[config.mk]
export PLATFORM = sky130hd
export DESIGN_NAME = bse_front
export DESIGN_NICKNAME = d
export VERILOG_FILES = /design/src/rtl/bitmap_sort_engine_core_macros.svh /design/src/rtl/bse_pkg.sv /design/src/rtl/bse_front.sv
export SDC_FILE = /design/constraint.sdc
export NUM_CORES = 1
export LEC_CHECK = 0
export ABC_AREA = 1
export CELL_PAD_IN_SITES_DETAIL_PLACEMENT = 0
export CELL_PAD_IN_SITES_GLOBAL_PLACEMENT = 1
export CORE_MARGIN = 5
export CORE_UTILIZATION = 43
export DETAILED_ROUTE_END_ITERATION = 8
export DONT_BUFFER_PORTS = 1
export MAX_ROUTING_LAYER = met4
export PLACE_DENSITY_LB_ADDON = 0.1
export SYNTH_ARGS = -nofsm -noshare
export SYNTH_HDL_FRONTEND = slang
export SYNTH_SLANG_ARGS = --single-unit
[constraint.sdc]
create_clock -name vclk -period 2.55
set_input_delay 0.255 -clock vclk [all_inputs]
set_output_delay 0.255 -clock vclk [all_outputs]
set_load 0.01 [all_outputs]
[src/rtl/bitmap_sort_engine_core_macros.svh]
// Assertion macros shared by the bitmap sort engine RTL.
`ifndef BITMAP_SORT_ENGINE_CORE_MACROS_SVH
`define BITMAP_SORT_ENGINE_CORE_MACROS_SVH

// Same-cycle implication, clocked on clk_i, off while rst_ni is low.
`define BSE_ASSERT_IMPL(lbl, ante, cons, msg) \
  lbl: assert property (@(posedge clk_i) disable iff (!rst_ni) (ante) |-> (cons)) \
    else $error(msg);

// Next-cycle implication, clocked on clk_i, off while rst_ni is low.
`define BSE_ASSERT_NEXT(lbl, ante, cons, msg) \
  lbl: assert property (@(posedge clk_i) disable iff (!rst_ni) (ante) |=> (cons)) \
    else $error(msg);

`endif

[src/rtl/bse_pkg.sv]
// Shared types and constants of the bitmap sort engine.
`timescale 1ns / 1ps
package bse_pkg;

  localparam int unsigned WINDOW_SPAN_DEF = 1048576;
  localparam int unsigned WORD_BITS_DEF   = 64;
  localparam int unsigned BASE_RESET      = 1000000;

  localparam int unsigned ACTION_W   = 2;
  localparam int unsigned VALUE_W    = 24;
  localparam int unsigned RESULT_W   = 25;
  localparam int unsigned STATUS_W   = 2;
  localparam int unsigned OFF_MAX_W  = 24;
  localparam int unsigned QUEUE_DEPTH = 2;

  localparam int unsigned APB_ADDR_W = 3;
  localparam int unsigned APB_DATA_W = 32;
  localparam logic        REG_WINDOW_BASE = 1'b0;

  typedef enum logic [ACTION_W-1:0] {
    ACT_INSERT = 2'd0,
    ACT_FETCH  = 2'd1,
    ACT_CLEAR  = 2'd2,
    ACT_NONE   = 2'd3
  } action_e;

  typedef enum logic [STATUS_W-1:0] {
    ST_OK     = 2'd0,
    ST_REJECT = 2'd1,
    ST_EMPTY  = 2'd2
  } status_e;

  typedef enum logic [2:0] {
    CMD_NOP    = 3'd0,
    CMD_INSERT = 3'd1,
    CMD_REJECT = 3'd2,
    CMD_FETCH  = 3'd3,
    CMD_CLEAR  = 3'd4
  } cmd_kind_e;

  typedef struct packed {
    cmd_kind_e              kind;
    logic [OFF_MAX_W-1:0]   offset;
  } cmd_t;

  typedef struct packed {
    logic init_busy;
    logic sweep_last;
  } back_stat_t;

endpackage

[src/rtl/bse_front.sv]
// Front end: accepts items and classifies them into back-end commands.
`timescale 1ns / 1ps
module bse_front import bse_pkg::*; #(
  parameter int unsigned WINDOW_SPAN = WINDOW_SPAN_DEF
) (
  input  logic                 s_valid_i,
  output logic                 s_ready_o,
  input  logic [ACTION_W-1:0]  action_i,
  input  logic [VALUE_W-1:0]   value_i,
  input  logic [VALUE_W-1:0]   window_base_i,
  input  logic                 q_full_i,
  input  back_stat_t           stat_i,
  output logic                 push_o,
  output cmd_t                 cmd_o
);

  logic [VALUE_W-1:0] off;
  logic               in_win;

  assign s_ready_o = !q_full_i && !stat_i.init_busy;
  assign push_o    = s_valid_i && s_ready_o;

  assign off    = value_i - window_base_i;
  assign in_win = (value_i >= window_base_i) &&
                  ({1'b0, off} < (VALUE_W + 1)'(WINDOW_SPAN));

  always_comb begin
    cmd_o.offset = OFF_MAX_W'(off);
    unique case (action_e'(action_i))
      ACT_INSERT: cmd_o.kind = in_win ? CMD_INSERT : CMD_REJECT;
      ACT_FETCH:  cmd_o.kind = CMD_FETCH;
      ACT_CLEAR:  cmd_o.kind = CMD_CLEAR;
      default:    cmd_o.kind = CMD_NOP;
    endcase
  end

endmodule

==> summary.txt <==
Setup path
  • Nature of the critical path endpoint: primary output
  • Arrival time at the worst endpoint: 1.94 ns
  • CP Data Required Time: 2.30 ns
  • Crit-path cells: inv_1 -> ha_1 -> fa_1 -> inv_1 -> nand3_1 -> nand3_1 -> nand2_1 -> nand2_1 -> nand2_1 -> nand2_1 -> a21oi_1 -> xnor2_1
  • Worst path bufs/invs: 2
  • Worst-path fanout max: 3
  • Crit path launch type: input port
  • Max incr delay on CP: 0.40 ns
  • CP top delay family: adder cells
  • CP dominant cell by count: nand2_1
  • Slowest cell on crit path: fa_1
  • Crit path kind: input port to primary output

Final layout
  • Area growth syn-to-layout: 2.91%
  • Post-route insts no fill: 387
  • Area occupied by registers: 0 um2
  • Seq_cells: 0
  • Final Cell Area: 1810 um2
  • Final core utilization: 0.453
  • Clock buf count: 0
  • Layout cells sized above 1: 0.0712
  • Final Net Count: 418
  • # diodes: 0

Die
  • Total die area: 5480 um2
  • Die H: 74.0 um
  • Starting density of the core: 0.440
  • Core area: 4000 um2
  • DIE WIDTH: 74.0 um
  • Io pins: 83
  • Rows: 23

Power
  • Power per cell area: 254 nW/um2
  • Leak Pwr: 1.17 nW
  • Peak VDD IR: 0.0000929 V

Detailed routing
  • 1st-pass router iterations: 4
  • Aggregate routed wire length: 4320 um
  • Antenna viol nets, final: 0
  • Iter 0 DRT Violations: 65
  • DR WL/cell: 11.2 um
  • Average via count per standard cell: 4.62
  • # DRC: 0
  • DR vias: 1789

Placement
  • I/O Buffers: 0
  • Post-DP HPWL: 3940 um
  • RePlAce Congestion: 0.837
  • Area after DPL: 1810 um2
  • Placed Cells: 387

STA
  • Worst Max-Slew Pin Slew: 0.375 ns
  • Final setup fails: 0
  • Final hold vios: 0
  • Slew Limit Fails: 0
  • Final Cycle Share: 0.859
  • Sum Neg Setup Slack: 0 ns
  • Min cycle time layout: 2.19 ns
  • Unrepaired setup endpoints after global routing: false
  • Min Hold Slack: 0.556 ns
  • Fmax: 0.457 GHz
  • Slew headroom: 0.749

Global routing
  • First-pass GRT wire length: 7320 um
  • Vias in the first global route: 1696
  • Largest net degree at the start of global routing: 8
  • Grt total ovfl: 0
  • Initial antenna violation count: 0
  • Gr usage total: 0.164

Clocking
  • Post-CTS sizing: 0
  • Setup Fix Bufs, Post-CTS: 0
  • # hold bufs at CTS: 0

Logic synthesis
  • Synth cell count leaders: nand2_1, inv_1, ha_1, a21oi_1, nor2_1
  • Count leader, synth: nand2_1
  • Syn Nets: 417
  • Seq/Total Area, Yosys: 0
  • Mapped Cells: 338
  • Largest area contributor in the netlist: nand2_1
  • Area contributors post-synth: nand2_1, inv_1, ha_1
  • Distinct cells, synth: 24
  • Mapped Area: 1760 um2
  • Yosys top cell area share: 0.241
  • Yosys warns: 0
  • Synthesized area per cell: 5.21 um2

Outcome
  • Outcome: completed

Job
  • Max_cap viols: 0

Min path
  • Hold/Removal Path Class: input port to primary output
routing by layer:
metal  vias to the layer above  GRT usage  share of wire
met5                         -          -              0
met2                        49      0.264           0.43
met4                         0          0              0
met3                         0    0.00811          0.051
met1                       717      0.242           0.52
li1                       1023          -              -
area by class of cell:
type,instances,area [um2]
fillers,489,2190
multi-input cells,247,1410
inverters,90,338
well taps,50,62.6
power breakdown:
| part | internal [mW] | total (mW) | switching (mW) |
|---|---|---|---|
| clock network | 0 | 0 | 0 |
| logic | 0.150 | 0.460 | 0.310 |
| registers | 0 | 0 | 0 |
metrics by stage:
step           power, mW  setup WS (ns)
2_1_floorplan      0.388          0.534
4_1_cts            0.468          0.322
3_5_place_dp       0.465          0.327
5_1_grt            0.529          0.109
6_report           0.460          0.360
3_3_place_gp       0.464          0.354
final timing paths:
path,startpoint,to,slack [ns],depth (start not counted)
min,q_full_i,s_ready_o,0.56,1
max,value_i[0],cmd_o[16],0.36,12
cells by family after synthesis:
| logic type | Yosys count | share of synthesized area |
|---|---|---|
| AOI/OAI and AO/OA | 30 | 0.0916 |
| and+or+nand+nor | 175 | 0.444 |
| xor gates and xnor gates | 17 | 0.0845 |
| adders and majority gates | 25 | 0.182 |
| buffers and inverters | 91 | 0.198 |
cells in the final DEF (no fill, tap or decap), drive strengths merged, types with 2 or more instances in the layout:
| cell type | synthesis | routed |
|---|---|---|
| a21o | 2 | 2 |
| a21oi | 22 | 22 |
| a31oi | 2 | 2 |
| ha | 24 | 24 |
| inv | 90 | 90 |
| nand2 | 123 | 123 |
| nand3 | 13 | 13 |
| nand4 | 8 | 8 |
| nor2 | 28 | 28 |
| o21ai | 3 | 3 |
| xnor2 | 8 | 8 |
| xor2 | 9 | 9 |
Note: power is estimated with default switching activity, not from simulation.
