## src/rtl/bitmap_sort_engine_core_macros.svh

```systemverilog
// Assertion macros shared by the bitmap sort engine RTL.
`ifndef BITMAP_SORT_ENGINE_CORE_MACROS_SVH
`define BITMAP_SORT_ENGINE_CORE_MACROS_SVH

// Same-cycle implication, clocked on clk_i, off while rst_ni is low.
`define BSE_ASSERT_IMPL(lbl, ante, cons, msg) \
  lbl: assert property (@(posedge clk_i) disable iff (!rst_ni) (ante) |-> (cons)) \
    else $error(msg);

// Next-cycle implication, clocked on clk_i, off while rst_ni is low.
`define BSE_ASSERT_NEXT(lbl, ante, cons, msg) \
  lbl: assert property (@(posedge clk_i) disable iff (!rst_ni) (ante) |=> (cons)) \
    else $error(msg);

`endif

```

## src/rtl/bse_pkg.sv

```systemverilog
// Shared types and constants of the bitmap sort engine.
`timescale 1ns / 1ps
package bse_pkg;

  localparam int unsigned WINDOW_SPAN_DEF = 1048576;
  localparam int unsigned WORD_BITS_DEF   = 64;
  localparam int unsigned BASE_RESET      = 1000000;

  localparam int unsigned ACTION_W   = 2;
  localparam int unsigned VALUE_W    = 24;
  localparam int unsigned RESULT_W   = 25;
  localparam int unsigned STATUS_W   = 2;
  localparam int unsigned OFF_MAX_W  = 24;
  localparam int unsigned QUEUE_DEPTH = 2;

  localparam int unsigned APB_ADDR_W = 3;
  localparam int unsigned APB_DATA_W = 32;
  localparam logic        REG_WINDOW_BASE = 1'b0;

  typedef enum logic [ACTION_W-1:0] {
    ACT_INSERT = 2'd0,
    ACT_FETCH  = 2'd1,
    ACT_CLEAR  = 2'd2,
    ACT_NONE   = 2'd3
  } action_e;

  typedef enum logic [STATUS_W-1:0] {
    ST_OK     = 2'd0,
    ST_REJECT = 2'd1,
    ST_EMPTY  = 2'd2
  } status_e;

  typedef enum logic [2:0] {
    CMD_NOP    = 3'd0,
    CMD_INSERT = 3'd1,
    CMD_REJECT = 3'd2,
    CMD_FETCH  = 3'd3,
    CMD_CLEAR  = 3'd4
  } cmd_kind_e;

  typedef struct packed {
    cmd_kind_e              kind;
    logic [OFF_MAX_W-1:0]   offset;
  } cmd_t;

  typedef struct packed {
    logic init_busy;
    logic sweep_last;
  } back_stat_t;

endpackage

```

## src/rtl/bse_queue.sv

```systemverilog
// Short command queue between the front end and the back end.
`timescale 1ns / 1ps
module bse_queue import bse_pkg::*; (
  input  logic clk_i,
  input  logic rst_ni,
  input  logic push_i,
  input  cmd_t cmd_i,
  output logic full_o,
  input  logic pop_i,
  output logic head_valid_o,
  output cmd_t head_o
);

  localparam int unsigned PTR_W = (QUEUE_DEPTH > 1) ? $clog2(QUEUE_DEPTH) : 1;

  cmd_t               entry_q [QUEUE_DEPTH];
  logic [PTR_W-1:0]   wr_ptr_q, wr_ptr_d;
  logic [PTR_W-1:0]   rd_ptr_q, rd_ptr_d;
  logic [PTR_W:0]     count_q, count_d;

  assign full_o       = (count_q == (PTR_W + 1)'(QUEUE_DEPTH));
  assign head_valid_o = (count_q != '0);
  assign head_o       = entry_q[rd_ptr_q];

  always_comb begin
    wr_ptr_d = wr_ptr_q;
    rd_ptr_d = rd_ptr_q;
    count_d  = count_q;
    if (push_i) begin
      wr_ptr_d = (wr_ptr_q == PTR_W'(QUEUE_DEPTH - 1)) ? '0 : wr_ptr_q + 1'b1;
    end
    if (pop_i) begin
      rd_ptr_d = (rd_ptr_q == PTR_W'(QUEUE_DEPTH - 1)) ? '0 : rd_ptr_q + 1'b1;
    end
    if (push_i && !pop_i) begin
      count_d = count_q + 1'b1;
    end else if (pop_i && !push_i) begin
      count_d = count_q - 1'b1;
    end
  end

  always_ff @(posedge clk_i or negedge rst_ni) begin
    if (!rst_ni) begin
      wr_ptr_q <= '0;
      rd_ptr_q <= '0;
      count_q  <= '0;
    end else begin
      wr_ptr_q <= wr_ptr_d;
      rd_ptr_q <= rd_ptr_d;
      count_q  <= count_d;
    end
  end

  always_ff @(posedge clk_i) begin
    if (push_i) begin
      entry_q[wr_ptr_q] <= cmd_i;
    end
  end

endmodule

```

## config.mk

```make
export PLATFORM = sky130hd
export DESIGN_NAME = bse_queue
export DESIGN_NICKNAME = d
export VERILOG_FILES = /design/src/rtl/bitmap_sort_engine_core_macros.svh /design/src/rtl/bse_pkg.sv /design/src/rtl/bse_queue.sv
export SDC_FILE = /design/constraint.sdc
export NUM_CORES = 1
export LEC_CHECK = 0
export BUFFER_PORTS_ARGS = -buffer_cell sky130_fd_sc_hd__buf_4
export CORE_ASPECT_RATIO = 1.1
export CORE_MARGIN = 3
export CORE_UTILIZATION = 46
export DETAILED_ROUTE_END_ITERATION = 16
export GPL_ROUTABILITY_DRIVEN = 0
export PLACE_DENSITY = 0.77
export SLEW_MARGIN = 20
export SYNTH_ARGS = -nofsm -noshare
export SYNTH_HDL_FRONTEND = slang
export SYNTH_SLANG_ARGS = --single-unit
```

## constraint.sdc

```tcl
create_clock -name clk_i -period 2.2 [get_ports clk_i]
set_clock_uncertainty 0.1 [all_clocks]
set_input_delay 0.33 -clock clk_i [delete_from_list [all_inputs] [get_ports clk_i]]
set_output_delay 0.33 -clock clk_i [all_outputs]
set_load 0.01 [all_outputs]
```

==> impl_metrics.toml <==
[cts]
clock-sinks = 58
clockRootBuffer = "clkbuf_8"
htree_levels = 3
cts_buffer_depth = 2
tritoncts = "done"
cts-buffers-inserted = 9
insertion_delay_ps = 320
clkTransAtPathRegs_ps = 60

[synth]
synth_xor_xnor_area_share = 0.01957
syn_area_per_cell_um2 = 22.37
synth_compound_area_frac = 0
yosysTopAreaCell = "edfxtp_1"
netlist_instances = 100
ys_warn_count = 0
post_synth_num_cell_types = 14
synth_area_leaders = "edfxtp_1 72%, mux2_4 13%, dfrtp_1 4.5%"
ys_seq_area_frac = 0.7696
yosys.area.top_type_share = 0.7248
netlist_area_um2 = 2237
synth_top_family_by_area = "multiplexers"
synth_fa_ha_area_frac = 0.005593
synth.mux.area_fraction = 0.1678
ys_ff_latch = 58
synth-simple-area-share = 0.01286
synth_nets = 132

[hold_path]
hold_depth = 1
min-delay-start = "cmd_i[13]"
hold_path_end = "entry_q[1][13]$_DFFE_PP_"
worstHoldPathType = "in2reg"

[setup_path]
r2r_cells = 2
worstSetupPathType = "reg2out"
crit_arrival_ps = 1630
rrSetupSlack_ps = 770
cp_max_fo = 9
cpLargestDelayFamily = "flip-flops"
cpPeakStageDelay_ps = 560
start_kind = "flop"
critical_path.most_common_cell = "buf_4"
critPathBufInv = 2
timing.rr.end = "entry_q[0][5]$_DFFE_PP_"
crit_cells = 3
endpoint_kind = "output pin"
crit-reg2reg-launch = "wr_ptr_q$_DFFE_PN0P_"
cp.required_ps = 1770
slowest_stage = "dfrtp_1"
worstPathCellList = "buf_4 > mux2_4 > buf_4"

[finish]
n_fill_cell = 344
diodes = 0
regArea_um2 = 1722
fin_area_um2 = 2924
drive_gt1_frac = 0.5843
fin_nets = 205
syn2layout_area_growth_pct = 30.70
multi_input_comb_area_um2 = 462.9

[pwr]
p_leak_nw = 1.187
peakVddDrop_v = 0.0006267
p_per_area_nw_per_um2 = 1223

[timing]
slew_headroom = 0.6996
fmax_mhz = 484.3
worst_pin_slew_ps = 448.5
slew_violations = 0
setup_viol = 0
setup_tns_ps = 0
period_needed_ps = 2065
hold_viol_final = 0
rsz0062_at_grt = "no"
min_period_over_period = 0.9386

[drt]
vias_per_cell = 4.780
wl_mm = 3.566
drtIter0Drc = 53
wl_per_cell_um = 15.37
first_pass_iters = 4
drc = 0
final_antenna_net_count = 0
vias = 1109

[die]
die_area_um2 = 5737
std_cell_rows = 25
die_x_um = 72.49
core_area_um2 = 4504
io_pins = 60
die_y_um = 79.14
start_util = 0.4967

[global_route]
grt_overflow_total = 0
grt_pass1_wl_mm = 5.851
grt_max_degree = 22
grt_pass1_vias = 1241
antenna_found_initial = 0
grt_usage = 0.1416

[placed_design]
io_buffers = 59
post-dp-hpwl_mm = 2.575
dpl_cell_area_um2 = 2761

[flow_run]
maxCapViolCount = 0

[status]
run_status = "complete, no violations"
==> worst register-to-register path, cell delays in order, from the launching register on <==
cell,delay [ps]
dfrtp_1,400
nor2b_2,390
buf_12,230
==> final cells by class <==
cell class                      count  share of cell area
Sequential cell                    58              0.5888
Multi-Input combinational cell     38              0.1583
Clock inverter                      5            0.007274
Inverter                            1            0.001284
Tap cell                           54             0.02311
Clock buffer                       11             0.04493
Timing Repair Buffer               65              0.1763
==> stage by stage <==
step | hold slack (ps) | power [W] | cells | setup WS, ps | utilization
after floorplan | -65.59 | 0.002378 | 100 | 63.79 | -
after global placement | 27.67 | 0.002843 | 215 | 480.5 | 0.6131
after detailed placement | 30.41 | 0.002872 | 215 | 446.9 | 0.6131
after CTS | 77.41 | 0.003633 | 232 | 92.64 | 0.6492
after global routing | 74.61 | 0.003768 | 232 | 49.33 | 0.6492
final | 94.27 | 0.003576 | 232 | 135.1 | 0.6492
==> power by group <==
group / switching, W / total [W] / internal, W / leakage [nW]
logic: 0.000516 / 0.00125 / 0.000733 / 0.554
registers: 0.000101 / 0.00157 / 0.00147 / 0.553
clock network: 0.000361 / 0.000754 / 0.000393 / 0.0796
==> synthesized netlist by cell type <==
master,number
xor2_1,4
dfrtp_1,4
inv_1,1
nor2b_1,2
buf_12,2
mux2_4,19
edfxtp_1,54
and2_1,1
buf_6,1
xnor2_1,1
or2_2,1
ha_1,1
nor2_1,1
mux2_2,8
==> cells by family (layout without fill, tap and decap cells) <==
| logic type | after synthesis | count (layout) |
|---|---|---|
| muxes | 27 | 27 |
| and+or+nand+nor | 5 | 5 |
| DFF | 58 | 58 |
| buffers and inverters | 4 | 82 |
| xor gates and xnor gates | 5 | 5 |
| adders and majority gates | 1 | 1 |
==> worst max-delay path by stage <==
stage	start	endpoint	slack, ps
after detailed placement	rd_ptr_q$_DFFE_PN0P_	head_o[4]	450
after floorplan	wr_ptr_q$_DFFE_PN0P_	entry_q[0][0]$_DFFE_PP_	60
after global placement	rd_ptr_q$_DFFE_PN0P_	head_o[10]	480
after CTS	rd_ptr_q$_DFFE_PN0P_	head_o[4]	90
final	rd_ptr_q$_DFFE_PN0P_	head_o[9]	140
after global routing	rd_ptr_q$_DFFE_PN0P_	head_o[4]	50
==> per-layer routing <==
metal  vias to the layer above  wire [um]  global-route usage
li1                        535          -                   -
met4                         0         60             0.09410
met3                         5        298             0.04430
met1                       521       1424              0.1586
met5                         -          0                   0
met2                        48       1782              0.2295
==> repair_timing <==
| item | 4_1_cts | 5_1_grt |
|---|---|---|
| buffers inserted | 0 | 0 |
| hold buffers | 1 | 0 |
| resized for setup | 0 | 0 |
| hold endpoints to repair | 4 | 0 |
==> flip-flops by register name (all words and copies together), names as in the netlist <==
name	flops
entry_q	54
wr_ptr_q	1
rd_ptr_q	1
count_q	2
==> cells in the final DEF, fill, tap and decap left out <==
cell           count
and2_1             1
buf_12             2
buf_4             62
clkbuf_1           2
clkbuf_8           9
clkinv_1           3
clkinv_2           2
dfrtp_1            4
dlygate4sd3_1      1
edfxtp_1          54
ha_1               1
inv_1              1
mux2_2             8
mux2_4            19
nor2_1             1
nor2b_1            1
nor2b_2            1
or2_2              1
xnor2_1            1
xor2_1             4
Power figures use the tool's default switching activity.
